**src/sv/mccl_pkg.sv**
```systemverilog
// shared types, field widths and request/status codes of the cc learn mapper
package mccl_pkg;

    // field widths
    localparam int REQ_W  = 3;
    localparam int CHAN_W = 4;
    localparam int CC_W   = 7;
    localparam int VAL_W  = 7;
    localparam int IDX_W  = 6;
    localparam int STAT_W = 2;
    localparam int POS_W  = 11;
    localparam int KEY_W  = CHAN_W + CC_W;

    // table rows per channel, full-scale controller value, fader step per scale unit
    localparam int CC_SPAN    = 128;
    localparam int VAL_MAX    = 127;
    localparam int FADER_UNIT = 137;
    localparam int POS_SAT    = 2047;

    // request codes
    localparam logic [REQ_W-1:0] REQ_CC     = 3'd0;
    localparam logic [REQ_W-1:0] REQ_ARM    = 3'd1;
    localparam logic [REQ_W-1:0] REQ_DISARM = 3'd2;
    localparam logic [REQ_W-1:0] REQ_REMOVE = 3'd3;
    localparam logic [REQ_W-1:0] REQ_CLEAR  = 3'd4;

    // status codes
    localparam logic [STAT_W-1:0] STAT_ACK     = 2'd0;
    localparam logic [STAT_W-1:0] STAT_FADER   = 2'd1;
    localparam logic [STAT_W-1:0] STAT_LEARNED = 2'd2;
    localparam logic [STAT_W-1:0] STAT_MISS    = 2'd3;

    typedef struct packed {
        logic [IDX_W-1:0] strip;
        logic [IDX_W-1:0] dest;
        logic             from_input;
    } t_target;

    typedef struct packed {
        logic    valid;
        t_target tgt;
    } t_entry;

endpackage

```
**src/sv/mccl_scale.sv**
```systemverilog
// fader scaler: registered value*137*scale, /127, saturated to 11 bits
module mccl_scale #(
    parameter int SCALE_FACTOR = 8
) (
    input  logic                       i_clk,
    input  logic                       i_load,
    input  logic [mccl_pkg::VAL_W-1:0] i_value,
    output logic [mccl_pkg::POS_W-1:0] o_pos
);

    localparam int unsigned RAW = mccl_pkg::FADER_UNIT * SCALE_FACTOR;
    localparam int PW = $clog2(mccl_pkg::VAL_MAX * RAW + 1);
    // reciprocal of 127, exact for every product below 2**PW
    localparam int K = PW + 7;
    localparam int unsigned M = ((1 << K) + mccl_pkg::VAL_MAX - 1) / mccl_pkg::VAL_MAX;
    localparam int MW = $clog2(M + 1);
    localparam int FW = PW + MW;

    logic [PW-1:0] r_prod;
    logic [PW-1:0] n_prod;
    logic [FW-1:0] full;
    logic [31:0]   quot;

    assign n_prod = PW'(i_value) * PW'(RAW);

    always_ff @(posedge i_clk) begin
        if (i_load) begin
            r_prod <= n_prod;
        end
    end

    assign full  = FW'(r_prod) * FW'(M);
    assign quot  = 32'(full >> K);
    assign o_pos = (quot > 32'(mccl_pkg::POS_SAT)) ? mccl_pkg::POS_W'(mccl_pkg::POS_SAT)
                                                   : quot[mccl_pkg::POS_W-1:0];

endmodule

```
**config.mk**
```make
export PLATFORM = sky130hd
export DESIGN_NAME = mccl_scale
export DESIGN_NICKNAME = d
export VERILOG_FILES = /design/src/sv/mccl_pkg.sv /design/src/sv/mccl_scale.sv
export SDC_FILE = /design/constraint.sdc
export NUM_CORES = 1
export LEC_CHECK = 0
export BUFFER_PORTS_ARGS = -buffer_cell sky130_fd_sc_hd__buf_4
export CAP_MARGIN = 30
export CORE_MARGIN = 5
export CORE_UTILIZATION = 45
export DETAILED_ROUTE_END_ITERATION = 10
export PLACE_DENSITY = 0.63
export SYNTH_ARGS = -nofsm -noshare
export SYNTH_HDL_FRONTEND = slang
export SYNTH_SLANG_ARGS = --single-unit
```
**constraint.sdc**
```tcl
create_clock -name i_clk -period 4.3 [get_ports i_clk]
set_clock_uncertainty 0.2 [all_clocks]
set_input_delay 0.43 -clock i_clk [delete_from_list [all_inputs] [get_ports i_clk]]
set_output_delay 0.43 -clock i_clk [all_outputs]
set_load 0.01 [all_outputs]
```
==> impl_metrics.json, run 1 <==
{
  "crit_type": "register to primary output",
  "vias": 2271,
  "crit_top_cell": "ha_4",
  "cpLargestDelayFamily": "adder cells",
  "synth_commonest_cells": "ha_1, nand2_1, inv_1, a21oi_1, edfxtp_1",
  "viasPerCell": 5.81,
  "port_buffers": 19,
  "synth-simple-area-share_pct": 10.4,
  "utilization_pct": 58.5,
  "wirelength_um": 6240,
  "total_power_uw": 1890,
  "pin_count": 20,
  "clkTransAtPathRegs_ns": 0.05,
  "ys.flop_type": "edfxtp_1",
  "holdBufCountCts": 0,
  "globalRouteOverflowTotal": 0,
  "first_iter_violations": 68,
  "synth_top_family_by_area": "adder cells",
  "first_global_vias": 2335,
  "cpMaxStageDelayCell": "fa_2",
  "crit_buf_inv": 1,
  "nets": 432,
  "tightest_slew_ns": 0.539,
  "power_density_nw_per_um2": 538,
  "die_area_um2": 7880,
  "grt_max_degree": 16,
  "start_util_pct": 46.6,
  "reg_top3": "r_prod x15",
  "cts_sinks": 15,
  "combPwrFrac_pct": 83.1,
  "slew_violations": 0,
  "drive_gt1_share_pct": 24.7,
  "yosysMostFrequentCell": "ha_1",
  "cts_buffer_depth": 2,
  "cp-end-kind": "primary output",
  "hold_violations": 0,
  "cp_data_required_time_ns": 3.67,
  "synthAdderAreaFrac_pct": 49.9,
  "dr.pass1.iters": 4,
  "syn_inst": 278,
  "dp_slack_ns": -0.0257,
  "die_w_um": 88.8,
  "globalRouteTotalUtil_pct": 16.8,
  "swShare_pct": 46.1,
  "relSlewSlack_pct": 63.7,
  "power_frac_seq_pct": 11.3,
  "syn_to_final_growth_pct": 25.5,
  "post-route-drc-count": 0,
  "largest_register_ffs": 15,
  "violations": "setup timing",
  "synth_largest_area_cell": "ha_1",
  "antenna_cells": 0,
  "synth_xor_area_share_pct": 3.45,
  "setup_ws_ns": -0.0389,
  "place.gp.congestion": 0.828,
  "p_clk_share_pct": 5.6,
  "grt_pass1_wl_um": 10400,
  "leakage_uw": 0.00165,
  "synth_cell_types": 47,
  "hold_class": "primary input to register",
  "synth.area.mux_share_pct": 1.08,
  "largest-register": "r_prod",
  "drv_cap": 0,
  "crit_fanout": 3,
  "core_um2": 5990,
  "cts-htree-levels": 1,
  "internal-power_uw": 1020,
  "syn_nets": 393,
  "synth_area_leaders": "ha_1, edfxtp_1, fa_1",
  "finalInstanceArea_um2": 3500,
  "die_h_um": 88.8,
  "hpwl_um": 5190,
  "setup_viol": 10,
  "worstPathArrival_ns": 3.71,
  "cts_root_buf": "clkbuf_8",
  "routedWlPerCell_um": 16.0,
  "fillCellCount": 501,
  "status": "finished, violations left",
  "rows": 28,
  "synth_edf_count": 15,
  "tritoncts": "done",
  "place_area_um2": 3090,
  "antenna_found_initial": 0,
  "netlist_area_um2": 2790,
  "critPathLaunchType": "register",
  "crit_chain": "ha_4 > ha_4 > fa_2 > ha_4 > ha_4 > ha_4 > a21o_1 > a21o_2 > a211o_4 > o211ai_4 > mux2i_1 > nand2_1 > buf_6",
  "fin_tns_setup_ns": -0.243,
  "synth_top_area_share_pct": 43.5,
  "synthArstFlopShare_pct": 0,
  "synth.avg_cell_area_um2": 10.0,
  "post-route-min-period_ns": 4.34,
  "cpPeakStageDelay_ns": 0.55,
  "drtAntennaViolNets": 0,
  "yosysWarnings": 0,
  "fmax_mhz": 230,
  "vdd_ir_drop_max_mv": 0.320,
  "numCtsBuffers": 3,
  "period_share_pct": 101,
  "p_switching_uw": 870,
  "synth_compound_gate_area_share_pct": 16.6,
  "ys_ff_latch": 15,
  "rsz0062_at_grt": "true",
  "synth-seq-area-share_pct": 16.1
}
-- metal layers --
| metal | GRT usage, % | routed length [µm] | share of wire, % |
|---|---|---|---|
| met2 | 30.2 | 3090 | 49 |
| met3 | 1.02 | 163 | 2.6 |
| met1 | 21.6 | 2860 | 46 |
| met5 | 0 | 0 | 0 |
| met4 | 4.67 | 135 | 2.2 |
-- final cells by class --
type	instances	area [µm²]	area share (%)
multi-input cells	245	2570	73.4
flip-flops and latches	15	450	12.9
repair buffers	36	282	8.04
well taps	75	93.8	2.68
inverters	16	60.1	1.71
clock buffers	4	45.0	1.29
-- placed cells by master, fill, tap and decap left out, types with 3 or more instances in the layout --
cell | netlist | routed
ha_1 | 97 | 78
buf_4 | 0 | 33
nand2_1 | 22 | 22
ha_4 | 0 | 17
inv_1 | 16 | 16
a21oi_1 | 15 | 15
edfxtp_1 | 15 | 15
xnor2_1 | 9 | 9
nand3_1 | 8 | 8
fa_1 | 9 | 8
nor2_1 | 7 | 7
o21ai_0 | 12 | 7
o21ai_1 | 3 | 6
o21bai_1 | 5 | 5
a21o_1 | 5 | 5
nand4_1 | 5 | 5
a31oi_1 | 4 | 3
o211ai_1 | 3 | 3
mux2i_1 | 3 | 3
clkbuf_8 | 0 | 3
buf_6 | 0 | 3
-- stage by stage --
step | hold WS, ns | instances
3_3_place_gp | 0.432 | 379
6_report | 0.190 | 391
5_1_grt | 0.181 | 391
3_5_place_dp | 0.433 | 379
4_1_cts | 0.190 | 387
2_1_floorplan | 0.329 | 278
-- logic make-up after synthesis --
logic type | Yosys count
AOI/OAI and AO/OA | 67
xor gates and xnor gates | 11
adders and majority gates | 106
buffers and inverters | 18
DFF | 15
muxes | 3
and+or+nand+nor | 58
-- worst paths after layout --
check	start	to	cells after the start
worst min-delay path	i_value[0]	r_prod[3]	1
worst max-delay path	r_prod[17]	o_pos[5]	13
-- power groups by stage --
stage,clock network (µW),registers (µW),logic (µW)
6_report,106,213,1570
5_1_grt,115,216,1730
4_1_cts,107,213,1410
3_5_place_dp,0,218,1200
3_3_place_gp,0,218,1200
2_1_floorplan,0,212,834
-- timing repair --
item	4_1_cts	5_1_grt
pin swaps	24	12
endpoints found under the setup margin	11	11
setup buffers	4	4
gates resized for setup	30	17
Power figures use the tool's default switching activity.
==> inputs of run 2 (changes only) <==
SKIP_CTS_REPAIR_TIMING = 1   (was unset)
==> impl_metrics.json, run 2 (synthesized netlist as in run 1, its figures left out) <==
{
  "first_global_vias": 2123,
  "swShare_pct": 46.4,
  "place_area_um2": 3090,
  "start_util_pct": 46.6,
  "globalRouteTotalUtil_pct": 15.6,
  "setup_ws_ns": -0.0620,
  "drv_cap": 0,
  "vias": 2226,
  "critPathLaunchType": "register",
  "cts_root_buf": "clkbuf_8",
  "post-route-min-period_ns": 4.36,
  "first_iter_violations": 71,
  "crit_type": "register to primary output",
  "power_frac_seq_pct": 11.2,
  "leakage_uw": 0.00163,
  "power_density_nw_per_um2": 542,
  "numCtsBuffers": 3,
  "place.gp.congestion": 0.828,
  "whs_path_depth": 1,
  "cp_data_required_time_ns": 3.67,
  "die_area_um2": 7880,
  "routedWlPerCell_um": 16.2,
  "tightest_slew_ns": 0.543,
  "vdd_ir_drop_max_mv": 0.315,
  "worstPathArrival_ns": 3.73,
  "grt_pass1_wl_um": 9600,
  "die_w_um": 88.8,
  "fillCellCount": 501,
  "hold_class": "primary input to register",
  "post-route-drc-count": 0,
  "rows": 28,
  "viasPerCell": 5.74,
  "grt_max_degree": 16,
  "p_clk_share_pct": 5.6,
  "fin_tns_setup_ns": -0.403,
  "drive_gt1_share_pct": 24.3,
  "status": "finished, violations left",
  "p_switching_uw": 877,
  "syn_to_final_growth_pct": 25.0,
  "dr.pass1.iters": 4,
  "pin_count": 20,
  "core_um2": 5990,
  "port_buffers": 19,
  "crit_fanout": 7,
  "largest-register": "r_prod",
  "period_share_pct": 101,
  "clkTransAtPathRegs_ns": 0.05,
  "antenna_found_initial": 0,
  "cts_buffer_depth": 2,
  "layout_common_cells": "ha_1, buf_4, nand2_1, ha_4, inv_1",
  "finalInstanceArea_um2": 3490,
  "antenna_cells": 0,
  "die_h_um": 88.8,
  "tritoncts": "done",
  "combPwrFrac_pct": 83.2,
  "violations": "setup timing",
  "relSlewSlack_pct": 63.4,
  "cts-htree-levels": 1,
  "nets": 429,
  "fmax_mhz": 229,
  "wirelength_um": 6280,
  "reg_top3": "r_prod x15",
  "largest_register_ffs": 15,
  "globalRouteOverflowTotal": 0,
  "setup_viol": 10,
  "rsz0062_at_grt": "true",
  "cp-end-kind": "primary output",
  "hpwl_um": 5190,
  "slew_violations": 0,
  "hold_violations": 0,
  "drtAntennaViolNets": 0,
  "internal-power_uw": 1010,
  "cts_sinks": 15,
  "final_common_cell": "ha_1"
}
[run 2: cell count changes in the layout (fill, tap and decap cells not counted), moves of 2 or more]
cell,previous run,this run
buf_4,33,31
o21ai_2,2,4
o21ai_1,6,4
ha_2,2,0
ha_4,17,19
[run 2: per-stage QoR]
step	hold slack (ns)	cells	utilization [%]	power, µW	setup slack [ns]
3_3_place_gp	0.432	379	51.5	1410	0.0176
6_report	0.189	388	58.2	1890	-0.0620
5_1_grt	0.181	388	58.2	2070	-0.197
2_1_floorplan	0.329	278	-	1050	0.143
4_1_cts	0.190	383	52.3	1540	-0.298
3_5_place_dp	0.433	379	51.5	1420	-0.0257
[run 2: final cells by class]
cell class | instances | area [µm²] | share of cell area [%]
Sequential cell | 15 | 450 | 12.9
Inverter | 16 | 60.1 | 1.72
Multi-Input combinational cell | 245 | 2580 | 74.1
Clock buffer | 4 | 45.0 | 1.29
Timing Repair Buffer | 33 | 255 | 7.32
Tap cell | 75 | 93.8 | 2.69
[run 2: power by group through the flow]
stage               logic (µW)  clock network, µW  registers, µW
floorplan                  834                  0            212
global placement          1200                  0            218
detailed placement        1200                  0            218
CTS                       1220                107            215
global route              1740                115            214
finish                    1570                106            212
[run 2: critical path, stage by stage (launching register included)]
cell      delay [ns]
edfxtp_1        0.44
ha_4            0.28
ha_4            0.16
fa_2            0.55
ha_4            0.21
ha_4            0.25
ha_4            0.24
a21o_1          0.17
a21o_2          0.22
a211o_4         0.29
o211ai_4        0.24
o21a_4          0.22
o31ai_2         0.07
buf_4           0.15
[run 2: path summary, 6_finish.rpt]
kind	start	to	slack (ns)
setup / recovery	r_prod[17]	o_pos[8]	-0.06
hold / removal	i_value[0]	r_prod[3]	0.19
[run 2: per-layer routing]
| metal | vias up | track usage, % | part of all wire [%] |
|---|---|---|---|
| met1 | 1052 | 20.6 | 46 |
| met3 | 8 | 0.838 | 1.9 |
| li1 | 1137 | - | - |
| met4 | 0 | 1.92 | 1.1 |
| met5 | - | 0 | 0 |
| met2 | 29 | 28.5 | 51 |
==> inputs of run 3 (changes only) <==
PLACE_DENSITY = 0.6   (was 0.63)
clock period = 4.2 ns   (was 4.3 ns; I/O delays follow)
==> impl_metrics.json, run 3 (synthesized netlist as in run 1, its figures left out) <==
{
  "antenna_found_initial": 0,
  "drtAntennaViolNets": 0,
  "whs_path_depth": 1,
  "port_buffers": 19,
  "cpMaxStageDelayCell": "fa_2",
  "die_area_um2": 7880,
  "crit_fanout": 7,
  "nets": 430,
  "rsz0062_at_grt": "true",
  "routedWlPerCell_um": 16.3,
  "vdd_ir_drop_max_mv": 0.311,
  "fmax_mhz": 228,
  "globalRouteOverflowTotal": 0,
  "viasPerCell": 5.70,
  "cts-htree-levels": 1,
  "pin_count": 20,
  "largest-register": "r_prod",
  "cts_root_buf": "clkbuf_8",
  "relSlewSlack_pct": 66.5,
  "crit_top_cell": "ha_4",
  "start_util_pct": 46.6,
  "clkTransAtPathRegs_ns": 0.05,
  "holdPathEnd": "r_prod[3]",
  "grt_max_degree": 16,
  "first_global_vias": 2305,
  "antenna_cells": 0,
  "final_common_cell": "ha_1",
  "wirelength_um": 6340,
  "crit_chain": "ha_4 > ha_4 > fa_2 > ha_4 > ha_4 > ha_4 > a21o_1 > a21o_2 > a211o_4 > o211ai_4 > o21a_4 > o31ai_4 > buf_4",
  "power_density_nw_per_um2": 551,
  "leakage_uw": 0.00165,
  "vias": 2218,
  "setup_viol": 11,
  "syn_to_final_growth_pct": 25.3,
  "hpwl_um": 5340,
  "hold_violations": 0,
  "cp_data_required_time_ns": 3.58,
  "crit_buf_inv": 1,
  "reg_top3": "r_prod x15",
  "post-route-min-period_ns": 4.39,
  "post-route-drc-count": 0,
  "first_iter_violations": 71,
  "period_share_pct": 105,
  "cpPeakStageDelay_ns": 0.56,
  "hp-start": "i_value[0]",
  "worstPathArrival_ns": 3.77,
  "grt_pass1_wl_um": 10200,
  "cpLargestDelayFamily": "adder cells",
  "utilization_pct": 58.4,
  "tritoncts": "done",
  "globalRouteTotalUtil_pct": 16.3,
  "hold_class": "primary input to register",
  "slew_violations": 0,
  "place.gp.congestion": 0.821,
  "crit_type": "register to primary output",
  "fin_tns_setup_ns": -1.80,
  "die_w_um": 88.8,
  "numCtsBuffers": 3,
  "largest_register_ffs": 15,
  "drive_gt1_share_pct": 24.5,
  "layout_common_cells": "ha_1, buf_4, nand2_1, inv_1, ha_4",
  "die_h_um": 88.8,
  "dr.pass1.iters": 4,
  "violations": "setup timing",
  "cp-end-kind": "primary output",
  "cts_buffer_depth": 2,
  "tightest_slew_ns": 0.497,
  "rows": 28,
  "cts_sinks": 15,
  "critPathLaunchType": "register",
  "core_um2": 5990,
  "setup_ws_ns": -0.192,
  "status": "finished, violations left",
  "drv_cap": 0
}
## run 3: cell type report
cell class,instances,area [µm²]
clock buffer,4,45.0
fill,512,2490
inverter,16,60.1
multi-input combinational,245,2580
sequential,15,450
tap,75,93.8
timing repair buffer,34,267
## run 3: where the power goes
group          switching, µW  total, µW  internal [µW]
Clock                   45.4        113           67.1
Sequential              23.8        218            194
Combinational            826       1600            770
Total                    895       1930           1030
## run 3: worst max path at each step
stage,startpoint,endpoint,slack [ns],cells past startpoint
finish,r_prod[17],o_pos[8],-0.19,13
global route,r_prod[17],o_pos[9],-0.35,14
CTS,r_prod[13],o_pos[1],-0.46,13
detailed placement,r_prod[13],o_pos[1],-0.18,13
global placement,r_prod[13],o_pos[9],-0.09,13
floorplan,r_prod[13],o_pos[9],0.05,12
## run 3: per-stage QoR
step                setup slack (ns)  power, µW  cell area (µm²)  hold WS (ns)  instances
CTS                           -0.457       1600             3160         0.172        386
finish                        -0.192       1930             3500         0.174        389
floorplan                     0.0533       1070             2790         0.319        278
detailed placement            -0.179       1470             3110         0.426        382
global placement             -0.0870       1460             3110         0.426        382
global route                  -0.350       2110             3500         0.170        389
## run 3: metal layers
metal,up-vias,global-route usage [%],wire length (µm)
met4,0,3.57,153
met1,1039,20.4,2860
met2,31,30.6,3170
met3,13,0.931,154
met5,-,0,0
li1,1135,-,-
